File: src/hdl/crcdf_pkg.sv
// Package for the CRC-16 frame deframer: phase and event codes, queue entry type,
// register indexes, reset values and the bytewise reflected CRC update.
// No dependencies.
`default_nettype none

package crcdf_pkg;

    localparam int PAYLOAD_MAX_DEF = 64;

    // queue between the parser and the delivery side
    localparam int QUEUE_DEPTH = 2;
    localparam int QPTR_W      = 1;
    localparam int QCNT_W      = 2;

    // configuration register indexes
    localparam logic [2:0] REG_HEADER_FIRST  = 3'd0;
    localparam logic [2:0] REG_HEADER_SECOND = 3'd1;
    localparam logic [2:0] REG_MAX_PAYLOAD   = 3'd2;
    localparam logic [2:0] REG_CRC_POLY      = 3'd3;
    localparam logic [2:0] REG_CRC_INIT      = 3'd4;

    // register reset values
    localparam logic [7:0]  HEADER_FIRST_RST  = 8'hAA;
    localparam logic [7:0]  HEADER_SECOND_RST = 8'h55;
    localparam logic [6:0]  MAX_PAYLOAD_RST   = 7'd64;
    localparam logic [15:0] CRC_POLY_RST      = 16'hA001;
    localparam logic [15:0] CRC_INIT_RST      = 16'hFFFF;

    typedef enum logic [2:0] {
        PH_HUNT1,
        PH_HUNT2,
        PH_LEN,
        PH_TYPE,
        PH_DATA,
        PH_CRCLO,
        PH_CRCHI
    } phase_t;

    typedef enum logic [1:0] {
        EV_PAYLOAD = 2'd0,
        EV_EMPTY   = 2'd1,
        EV_LEN_ERR = 2'd2,
        EV_CRC_ERR = 2'd3
    } event_t;

    typedef enum logic {
        BK_IDLE,
        BK_RUN
    } back_state_t;

    // one classified frame outcome, counters already updated
    typedef struct packed {
        event_t      ev;
        logic [7:0]  ftype;
        logic [6:0]  plen;
        logic [31:0] good;
        logic [31:0] len_err;
        logic [31:0] crc_err;
        logic [31:0] resync;
    } cmd_t;

    // reflected, LSB-first CRC-16 update over one byte
    function automatic logic [15:0] crc_byte(input logic [15:0] crc,
                                             input logic [7:0]  data,
                                             input logic [15:0] poly);
        logic [15:0] c;
        c = crc ^ {8'h00, data};
        for (int i = 0; i < 8; i++) begin
            if (c[0])
                c = (c >> 1) ^ poly;
            else
                c = c >> 1;
        end
        return c;
    endfunction

endpackage

`default_nettype wire

File: src/hdl/crcdf_queue.sv
// Two-entry queue of frame outcomes between parser and delivery side.
// Uses crcdf_pkg for the entry type and depth.
`default_nettype none

module crcdf_queue (
    input  wire logic            clk,
    input  wire logic            rst_n,
    input  wire logic            push,
    input  crcdf_pkg::cmd_t      cmd_in,
    output logic                 full,
    output logic                 empty,
    input  wire logic            pop,
    output crcdf_pkg::cmd_t      cmd_out
);

    crcdf_pkg::cmd_t                   entry_reg [crcdf_pkg::QUEUE_DEPTH];
    logic [crcdf_pkg::QPTR_W-1:0]      wr_ptr_reg, wr_ptr_next;
    logic [crcdf_pkg::QPTR_W-1:0]      rd_ptr_reg, rd_ptr_next;
    logic [crcdf_pkg::QCNT_W-1:0]      count_reg, count_next;
    logic                              do_push, do_pop;

    assign full    = (count_reg == crcdf_pkg::QCNT_W'(crcdf_pkg::QUEUE_DEPTH));
    assign empty   = (count_reg == '0);
    assign do_push = push && !full;
    assign do_pop  = pop && !empty;
    assign cmd_out = entry_reg[rd_ptr_reg];

    always_comb
    begin
        wr_ptr_next = do_push ? wr_ptr_reg + 1'b1 : wr_ptr_reg;
        rd_ptr_next = do_pop  ? rd_ptr_reg + 1'b1 : rd_ptr_reg;
        count_next  = count_reg;
        if (do_push && !do_pop)
        begin
            count_next = count_reg + 1'b1;
        end
        else if (do_pop && !do_push)
        begin
            count_next = count_reg - 1'b1;
        end
    end

    always_ff @(posedge clk)
    begin
        if (do_push)
        begin
            entry_reg[wr_ptr_reg] <= cmd_in;
        end
    end

    always_ff @(posedge clk or negedge rst_n)
    begin
        if (!rst_n)
        begin
            wr_ptr_reg <= '0;
            rd_ptr_reg <= '0;
            count_reg  <= '0;
        end
        else
        begin
            wr_ptr_reg <= wr_ptr_next;
            rd_ptr_reg <= rd_ptr_next;
            count_reg  <= count_next;
        end
    end

endmodule

`default_nettype wire

File: config.mk
export PLATFORM = sky130hd
export DESIGN_NAME = crcdf_queue
export DESIGN_NICKNAME = d
export VERILOG_FILES = /design/src/hdl/crcdf_pkg.sv /design/src/hdl/crcdf_queue.sv
export SDC_FILE = /design/constraint.sdc
export NUM_CORES = 1
export LEC_CHECK = 0
export BUFFER_PORTS_ARGS = -buffer_cell sky130_fd_sc_hd__buf_2
export CELL_PAD_IN_SITES_DETAIL_PLACEMENT = 1
export CELL_PAD_IN_SITES_GLOBAL_PLACEMENT = 1
export CORE_MARGIN = 3
export CORE_UTILIZATION = 40
export DETAILED_ROUTE_END_ITERATION = 10
export PLACE_DENSITY_LB_ADDON = 0.15
export SYNTH_ARGS = -nofsm -noshare
export SYNTH_HDL_FRONTEND = slang
export SYNTH_SLANG_ARGS = --single-unit
export TNS_END_PERCENT = 100
File: constraint.sdc
create_clock -name clk -period 8 [get_ports clk]
set_clock_uncertainty 0.15 [all_clocks]
set_input_delay 1.6 -clock clk [delete_from_list [all_inputs] [get_ports clk]]
set_output_delay 1.6 -clock clk [all_outputs]
set_load 0.05 [all_outputs]
==> metrics.md, run 1 <==
| Metric | Value |
|---|---|
| HPWL Detailed | 15.4 mm |
| Hold Buf Count CTS | 0 |
| Area growth syn-to-layout | 25.9% |
| Drt pass-1 iters | 4 |
| Worst flop-to-flop path endpoint | entry_reg[1][31]$_DFFE_PP_ |
| Worst hold path class | flop to flop |
| First-pass GRT wire length | 34.0 mm |
| Root buffer cell | clkbuf_16 |
| Maximum clock rate | 201 MHz |
| Worst R2R Setup Slack | 4.96 ns |
| Sink Count | 294 |
| Post-layout util | 0.516 |
| GRT Total Usage | 0.154 |
| Area contributors post-synth | edfxtp_1 (81%), mux2_2 (15%), buf_6 (0.94%), dfrtp_1 (0.93%), clkbuf_8 (0.90%) |
| Final wirelength | 23.1 mm |
| Row count | 59 |
| Post-CTS sizing | 0 |
| CP Buf/Inv Count | 2 |
| DRT antenna net count | 0 |
| Period Utilization, post-route | 0.623 |
| #FFs+latches synth | 294 |
| Register area share after synthesis | 0.821 |
| Yosys Warn Count | 0 |
| Post-Syn Area | 10,700 um^2 |
| Worst Hold Depth | 1 |
| Endpoints failing setup | 0 |
| Critical path type | flop to primary output |
| Final hold vios | 0 |
| Critical path required time | 6.25 ns |
| Vias/cell | 4.81 |
| Hold path endpoint | count_reg[1]$_DFFE_PN0P_ |
| Fin. max-slew vios | 0 |
| Leading area contributor after synthesis | edfxtp_1 |
| PortBufs | 295 |
| Final nets | 939 |
| Total negative slack | 0 ns |
| Starting Density | 0.410 |
| Total grt overflow | 0 |
| Max H-tree Level | 2 |
| CTS tree | built |
| Worst Setup Start Kind | flop |
| Max-cap violations | 0 |
| Worst vdd ir | 0.265 mV |
| Routed via count | 5,520 |
| Post-route cell area | 13,500 um^2 |
| Setup Fix Bufs, Post-CTS | 0 |
| Cell Chain, Critical Path | buf_4, mux2_2, buf_2 |
| Distinct cells, synth | 14 |
| Clock transition at path regs | 0.06 ns |
| Critical Path AT | 3.23 ns |
| Worst slew pin tran | 1.11 ns |
| # IOs | 296 |
| Power Dens Cells | 448 nW/um^2 |
| Post-Syn Nets | 620 |
| Clock latency on the worst-skew pair | 0.50 ns |
| Status | completed |
| Worst Path Max Fanout | 78 |
| Die area | 28,800 um^2 |
| Power Total | 6.06 mW |
| Pleak | 5.05 nW |
| Largest register FFs | 290 |
| Worst reg-to-reg path cell count | 3 |
| HP Start | count_reg[1]$_DFFE_PN0P_ |
| Largest net degree at the start of global routing | 82 |
| Family with the most delay on the worst path | flip-flops |
| RSZ-0062 raised after global routing | no |
| GPL Wtd Cong | 0.752 |
| Horiz. Die Dim | 170 um |
| DRC viols | 0 |
| Mean Syn Cell Area | 22.8 um^2 |
| Worst slew margin | 0.260 |
| Crit path largest cell delay | 1.13 ns |
| Worst r2r src | count_reg[0]$_DFFE_PN0P_ |
| Crit end category | primary output |
| DR iter-0 viols | 345 |
| Hold slack | 0.400 ns |
| Fin crit period | 4.98 ns |
| Clock Path Buffers | 3 |
| Antenna violations before repair | 5 |
| Total CTS buffers | 34 |
| Fraction of layout cells with a size suffix above 1 | 0.602 |
| Number of global-route vias before repair | 6,049 |
| Top-area cell type share of the netlist area | 0.811 |
| Core box area | 26,200 um^2 |
| Slowest stage cell, crit path | dfrtp_4 |
| Die Ht | 170 um |
| Synthesized netlist cell count | 470 |
| Placed cell area | 12,500 um^2 |
| Routed length per instance | 20.1 um |
## worst reg2reg max path: stages (launching register included)
cell and delay, ns:
dfrtp_1 0.43, nand2b_1 0.18, and3_4 0.88, buf_4 0.93
## power breakdown
group          internal (mW)  switching (mW)  leakage [nW]  total, mW
Clock                  0.867           0.556         0.504       1.42
Sequential              2.11           0.158          2.74       2.27
Combinational          0.622            1.74          1.81       2.37
## how the worst max path moves through the flow
stage                                 from                         to  slack [ns]  depth (start not counted)
global route        rd_ptr_reg$_DFFE_PN0P_                cmd_out[81]        2.81                          3
CTS                 rd_ptr_reg$_DFFE_PN0P_                cmd_out[56]        2.93                          3
detailed placement  rd_ptr_reg$_DFFE_PN0P_                cmd_out[61]        3.48                          3
finish              rd_ptr_reg$_DFFE_PN0P_                cmd_out[56]        3.02                          3
global placement    rd_ptr_reg$_DFFE_PN0P_                cmd_out[56]        3.53                          3
floorplan                             push  entry_reg[0][0]$_DFFE_PP_        1.94                          2
## layout by cell type (no fill, tap or decap), drive strengths merged
cell | synthesis | final
ha | 1 | 1
clkbuf | 7 | 46
and3 | 1 | 1
mux2 | 145 | 145
xor2 | 2 | 2
diode | 0 | 2
nand2b | 1 | 1
xnor2 | 3 | 3
edfxtp | 290 | 290
nor2 | 3 | 3
bufinv | 0 | 1
clkinv | 0 | 10
o21ai | 1 | 1
dfrtp | 4 | 4
inv | 2 | 2
nand2 | 1 | 1
buf | 9 | 299
## cells in the mapped netlist
| library cell | number |
|---|---|
| xor2_1 | 2 |
| and3_1 | 1 |
| nand2b_1 | 1 |
| xnor2_1 | 3 |
| nand2_1 | 1 |
| o21ai_0 | 1 |
| nor2_1 | 3 |
| ha_1 | 1 |
| buf_6 | 9 |
| clkbuf_8 | 7 |
| inv_1 | 2 |
| edfxtp_1 | 290 |
| dfrtp_1 | 4 |
| mux2_2 | 145 |
## metal layers
layer  vias up  wire (um)  track usage  share of wire
met5         -         48            0         0.0021
met4         8        485       0.0480          0.021
met3        47       2190       0.0585          0.095
met2       234      11500        0.260           0.50
met1      2714       8830        0.182           0.38
li1       2517          -            -              -
## cell families after synthesis
| family | count (synthesis) | synth area share |
|---|---|---|
| buffers and inverters | 18 | 0.0191 |
| multiplexers | 145 | 0.152 |
| XOR/XNOR | 5 | 0.00408 |
| flip-flops | 294 | 0.821 |
| AO/OA/AOI/OAI | 1 | 0.000466 |
| adder cells (fa/ha/maj) | 1 | 0.00117 |
| AND/OR/NAND/NOR | 6 | 0.00256 |
## stage by stage
stage                     worst slack (ns)  instances
after floorplan                       1.94        470
after global routing                  2.81       1146
final                                 3.02       1147
after global placement                3.53       1088
after CTS                             2.93       1145
after detailed placement              3.48       1088
## final cells by class
class	instances	area (um^2)
fill	2476	12700
sequential	294	8810
multi-input combinational	158	1730
timing repair buffer	299	1510
clock buffer	46	960
tap	335	419
clock inverter	11	75.1
inverter	2	7.51
antenna	2	5.00
Note: power is estimated with default switching activity, not from simulation.
==> run 2: changes to the inputs <==
Clock period 8 ns to 4.5 ns, I/O delays scaled along.
==> run 2 against run 1 <==
Against the previous run:
- combinational power up 85%
- global-route usage hardly changed
- via count rose by 0.60%
==> metrics.md, run 2 (synthesis gave the netlist of run 1 again) <==
| Metric | Value |
|---|---|
| Total CTS buffers | 30 (-12%) |
| Routed via count | 5,553 (+0.60%) |
| Power Total | 10.7 mW (+77%) |
| Final hold vios | 0 (unchanged) |
| Number of global-route vias before repair | 6,235 (+3.1%) |
| Endpoints failing setup | 0 (unchanged) |
| RSZ-0062 raised after global routing | no |
| Worst flop-to-flop path endpoint | entry_reg[0][97]$_DFFE_PP_ |
| Status | completed |
| Post-CTS sizing | 0 (unchanged) |
| DR iter-0 viols | 282 (-18%) |
| CP Capture Point | cmd_out[130] |
| Routed length per instance | 20.1 um (-0.36%) |
| Maximum clock rate | 299 MHz |
| Final nets | 939 (unchanged) |
| Pleak | 5.06 nW (+0.21%) |
| Worst hold path class | primary input to flop |
| Gr busiest metal | met2 |
| GPL Wtd Cong | 0.764 (+1.7%) |
| Worst Path Max Fanout | 146 (+87%) |
| Critical path type | flop to primary output |
| Fraction of layout cells with a size suffix above 1 | 0.611 (+0.00885) |
| Crit. Startpoint | rd_ptr_reg$_DFFE_PN0P_ |
| Most frequent cells in the layout | buf_2 (295), edfxtp_1 (290), mux2_2 (145) |
| Vias/cell | 4.83 (+0.42%) |
| Total negative slack | 0 ns (unchanged) |
| Sink Count | 294 (unchanged) |
| Worst slew pin tran | 0.822 ns (-0.289 ns) |
| Worst vdd ir | 0.435 mV (+64%) |
| Root buffer cell | clkbuf_16 |
| Worst Hold Depth | 1 (unchanged) |
| Clock Path Buffers | 3 (unchanged) |
| Power Dens Cells | 794 nW/um^2 (+77%) |
| Crit end category | primary output |
| Worst r2r src | count_reg[0]$_DFFE_PN0P_ |
| HP Start | cmd_in[66] |
| Clock transition at path regs | 0.06 ns (about the same) |
| GR Util met1 | 0.178 (-0.00445) |
| Period Utilization, post-route | 0.744 |
| Critical Path AT | 2.30 ns (-0.93 ns) |
| Worst slew margin | 0.452 (+0.192) |
| Largest register FFs | 290 (unchanged) |
| Fillcell total | 2,459 (-0.69%) |
| Critical path required time | 3.45 ns (-2.80 ns) |
| Final wirelength | 23.1 mm (-0.18%) |
| # IOs | 296 (unchanged) |
| Area growth syn-to-layout | 26.1% |
| M3 GR Usage | 0.0606 (+0.00209) |
| Max-cap violations | 0 (unchanged) |
| First-pass GRT wire length | 34.6 mm (+2.0%) |
| Worst Setup Start Kind | flop |
| Worst R2R Setup Slack | 2.14 ns (-2.82 ns) |
| Max H-tree Level | 1 (-1) |
| DRT antenna net count | 0 (unchanged) |
| Worst reg-to-reg path cell count | 4 (+1) |
| Clock latency on the worst-skew pair | 0.54 ns (+0.04 ns) |
| Die Ht | 170 um (unchanged) |
| Multi-input gate area | 1730 um^2 (unchanged) |
| Total grt overflow | 0 (unchanged) |
| Starting Density | 0.410 (unchanged) |
| Most common cell after layout, fill and taps aside | buf_2 |
| GRT Total Usage | 0.154 (about the same) |
| Core box area | 26,200 um^2 (unchanged) |
| Post-layout util | 0.517 (+0.000668) |
| Largest net degree at the start of global routing | 147 (+79%) |
| HPWL Detailed | 15.2 mm (-1.7%) |
| Die area | 28,800 um^2 (unchanged) |
| Row count | 59 (unchanged) |
| Antenna violations before repair | 3 (-2) |
| Routing usage on met2 | 0.268 (+0.00783) |
| CTS tree | built |
| DRC viols | 0 (unchanged) |
| Fin. max-slew vios | 0 (unchanged) |
| PortBufs | 295 (unchanged) |
| Horiz. Die Dim | 170 um (unchanged) |
| Fin crit period | 3.35 ns |
| Drt pass-1 iters | 4 (unchanged) |
| Storage cell area | 8810 um^2 (unchanged) |
[run 2: changes by cell type in the layout (fill, tap and decap cells not counted), sizes merged]
cell	change
clkbuf	-10
buf	+3
bufinv	+3
clkinv	+3
clkinvlp	+3
diode	-1
dlygate4sd3	+1
[run 2: final cells by class]
| class | count | share of cell area |
|---|---|---|
| well taps | 335 | 0.0310 |
| repair buffers | 303 | 0.116 |
| clock buffers | 36 | 0.0587 |
| multi-input cells | 158 | 0.128 |
| flip-flops and latches | 294 | 0.651 |
| clock inverters | 20 | 0.0150 |
| inverters | 2 | 0.000555 |
| diodes | 1 | 0.000185 |
[run 2: worst min-delay path by stage]
stage / to / slack [ns]
6_report: entry_reg[0][66]$_DFFE_PP_ / 0.40
5_1_grt: entry_reg[1][144]$_DFFE_PP_ / 0.36
4_1_cts: entry_reg[0][124]$_DFFE_PP_ / 0.36
3_5_place_dp: count_reg[1]$_DFFE_PN0P_ / 0.40
3_3_place_gp: count_reg[1]$_DFFE_PN0P_ / 0.35
2_1_floorplan: count_reg[1]$_DFFE_PN0P_ / 0.33
[run 2: what timing repair did]
item / CTS / global route
hold endpoints to repair: 4 / 0
hold buffers: 1 / 0
setup buffers: 0 / 0
[run 2: report_power, final]
group          leakage (nW)  switching, mW  total [mW]  internal, mW
combinational          1.83           3.26        4.39          1.13
sequential             2.74          0.145        3.89          3.75
clock                 0.486          0.987        2.47          1.48
total                  5.06           4.39        10.7          6.36
[run 2: per-stage QoR]
step | setup slack (ns) | instances | instance area (um^2) | hold WS (ns)
2_1_floorplan | 0.760 | 470 | 10700 | 0.330
3_3_place_gp | 1.73 | 1091 | 12500 | 0.350
3_5_place_dp | 1.72 | 1091 | 12500 | 0.396
4_1_cts | 1.13 | 1148 | 13500 | 0.361
5_1_grt | 1.06 | 1148 | 13500 | 0.364
6_report | 1.15 | 1149 | 13500 | 0.398
[run 2: metal layers]
layer / share of wire / vias up
li1: - / 2520
met1: 0.37 / 2761
met2: 0.50 / 227
met3: 0.10 / 39
met4: 0.019 / 6
met5: 0.0013 / -
[run 2: worst max-delay path, stage by stage (launching register included)]
cell and delay [ns]:
dfrtp_4 0.41, buf_12 0.59, mux2_2 0.42, buf_2 0.22
==> run 3: changes to the inputs <==
Clock period 4.5 ns to 2.9 ns, I/O delays scaled along.
==> run 3 against run 2 <==
Against the previous run:
- sequential power is 56% higher
- first-iteration DRC count is 24% higher
- non-clock buffer count is 4 higher
- via count is 1.6% lower
- total power is 55% higher
- register-to-register slack worse by 1.3 ns
- die area stayed put
- combinational power is 58% higher
- final cell count is 0.35% higher
- setup slack worse by 0.99 ns
- cell area is 0.47% higher
- core utilization is 0.24 points higher
==> metrics.md, run 3 (synthesis gave the netlist of run 1 again) <==
| Metric | Value |
|---|---|
| Final hold vios | 0 (unchanged) |
| Dpl ws | 0.560 ns (-1.16 ns) |
| Family with the most delay on the worst path | flip-flops |
| GRT Total Usage | 0.151 (-0.00283) |
| Max-cap violations | 0 (unchanged) |
| Worst slew pin tran | 0.496 ns (-0.326 ns) |
| Worst Hold Depth | 1 (unchanged) |
| Clock transition at path regs | 0.06 ns (about the same) |
| Worst Setup Start Kind | flop |
| Drt pass-1 iters | 4 (unchanged) |
| Maximum clock rate | 365 MHz |
| Fin. max-slew vios | 0 (unchanged) |
| Clock latency on the worst-skew pair | 0.53 ns (about the same) |
| Placed cell count | 1,094 (+0.27%) |
| CP Buf/Inv Count | 2 (unchanged) |
| Period Utilization, post-route | 0.945 |
| Hold slack | 0.0864 ns (-0.312 ns) |
| Die area | 28,800 um^2 (unchanged) |
| # IOs | 296 (unchanged) |
| Core box area | 26,200 um^2 (unchanged) |
| Vias/cell | 4.74 (-2.0%) |
| Cell Chain, Critical Path | buf_16, mux2_2, buf_2 |
| Worst reg-to-reg path cell count | 3 (-1) |
| Worst flop-to-flop path endpoint | entry_reg[1][44]$_DFFE_PP_ |
| Number of global-route vias before repair | 6,054 (-2.9%) |
| Post-route cell area | 13,600 um^2 (+0.47%) |
| Slowest stage cell, crit path | dfrtp_4 |
| Total CTS buffers | 31 (+3.3%) |
| Post-layout util | 0.519 (+0.00244) |
| Fin crit period | 2.74 ns |
| Worst slew margin | 0.669 (+0.217) |
| Worst Path Max Fanout | 57 (-61%) |
| Placed cell area | 12,600 um^2 (+0.80%) |
| Worst vdd ir | 0.792 mV (+82%) |
| Row count | 59 (unchanged) |
| Total grt overflow | 0 (unchanged) |
| Antenna violations before repair | 4 (+1) |
| Largest net degree at the start of global routing | 86 (-41%) |
| Routed via count | 5,463 (-1.6%) |
| Die Ht | 170 um (unchanged) |
| Fraction of layout cells with a size suffix above 1 | 0.613 (+0.00190) |
| DRC viols | 0 (unchanged) |
| Starting Density | 0.410 (unchanged) |
| Sink Count | 294 (unchanged) |
| Total negative slack | 0 ns (unchanged) |
| Max H-tree Level | 1 (unchanged) |
| Status | completed |
| Final std cells w/o fill | 1,153 (+0.35%) |
| PortBufs | 295 (unchanged) |
| Horiz. Die Dim | 170 um (unchanged) |
| Clock Path Buffers | 3 (unchanged) |
| HPWL Detailed | 15.5 mm (+2.0%) |
| Critical path required time | 2.17 ns (-1.28 ns) |
| Pleak | 5.09 nW (+0.60%) |
| Crit path largest cell delay | 0.50 ns (-0.09 ns) |
| Crit end category | primary output |
| Critical path type | flop to primary output |
| Worst hold path class | primary input to flop |
| Worst R2R Setup Slack | 0.88 ns (-1.26 ns) |
| GPL Wtd Cong | 0.767 (+0.29%) |
| First-pass GRT wire length | 33.8 mm (-2.4%) |
| DR iter-0 viols | 349 (+24%) |
| DRT antenna net count | 0 (unchanged) |
| Endpoints failing setup | 0 (unchanged) |
| Largest register FFs | 290 (unchanged) |
| RSZ-0062 raised after global routing | no |
| Power Total | 16.6 mW (+55%) |
| Final wirelength | 22.7 mm (-1.4%) |
| Root buffer cell | clkbuf_16 |
| Most frequent cells in the layout | buf_2 (295), edfxtp_1 (290), mux2_2 (145) |
| Routed length per instance | 19.7 um (-1.7%) |
| PnR worst setup slack | 0.159 ns (-0.994 ns) |
| Power Dens Cells | 1220 nW/um^2 (+54%) |
| CTS tree | built |
| Hold path endpoint | entry_reg[1][108]$_DFFE_PP_ |
| HP Start | cmd_in[108] |
| Worst r2r src | count_reg[0]$_DFFE_PN0P_ |
| Most common cell after layout, fill and taps aside | buf_2 |
| Area growth syn-to-layout | 26.7% |
| Final nets | 944 (+0.53%) |
| Critical Path AT | 2.01 ns (-0.29 ns) |
## run 3: routing by layer
layer | up-vias | wire [um] | GRT usage
met4 | 8 | 439 | 0.0327
met3 | 42 | 2040 | 0.0502
met1 | 2691 | 8830 | 0.185
met2 | 203 | 11400 | 0.262
met5 | - | 52 | 0
li1 | 2519 | - | -
## run 3: final cells by class
class / instances / area [um^2]
inverter: 2 / 7.51
sequential: 294 / 8810
multi-input combinational: 158 / 1750
fill: 2453 / 12600
clock buffer: 35 / 791
antenna: 1 / 2.50
timing repair buffer: 307 / 1660
clock inverter: 21 / 155
tap: 335 / 419
## run 3: power by group
group          switching [mW]  internal [mW]  leakage, nW
clock network            1.52           2.12        0.466
registers               0.245           5.81         2.74
logic                    5.04           1.88         1.89
total                    6.80           9.81         5.09
## run 3: timing repair
item	4_1_cts	5_1_grt
buffers inserted	1	0
hold buffers	1	0
gates resized for setup	1	0
hold endpoints to repair	4	0
setup endpoints to repair	50	0
## run 3: how the worst max path moves through the flow
stage	startpoint	cells past startpoint	end
floorplan	push	2	entry_reg[0][0]$_DFFE_PP_
global placement	rd_ptr_reg$_DFFE_PN0P_	3	cmd_out[105]
detailed placement	rd_ptr_reg$_DFFE_PN0P_	3	cmd_out[107]
CTS	rd_ptr_reg$_DFFE_PN0P_	3	cmd_out[107]
global route	rd_ptr_reg$_DFFE_PN0P_	3	cmd_out[111]
finish	rd_ptr_reg$_DFFE_PN0P_	3	cmd_out[111]
## run 3: worst reg2reg max path: stages (launching register included)
cell and delay (ns):
dfrtp_1 0.44, nand2b_4 0.19, and3_4 0.50, buf_4 0.40
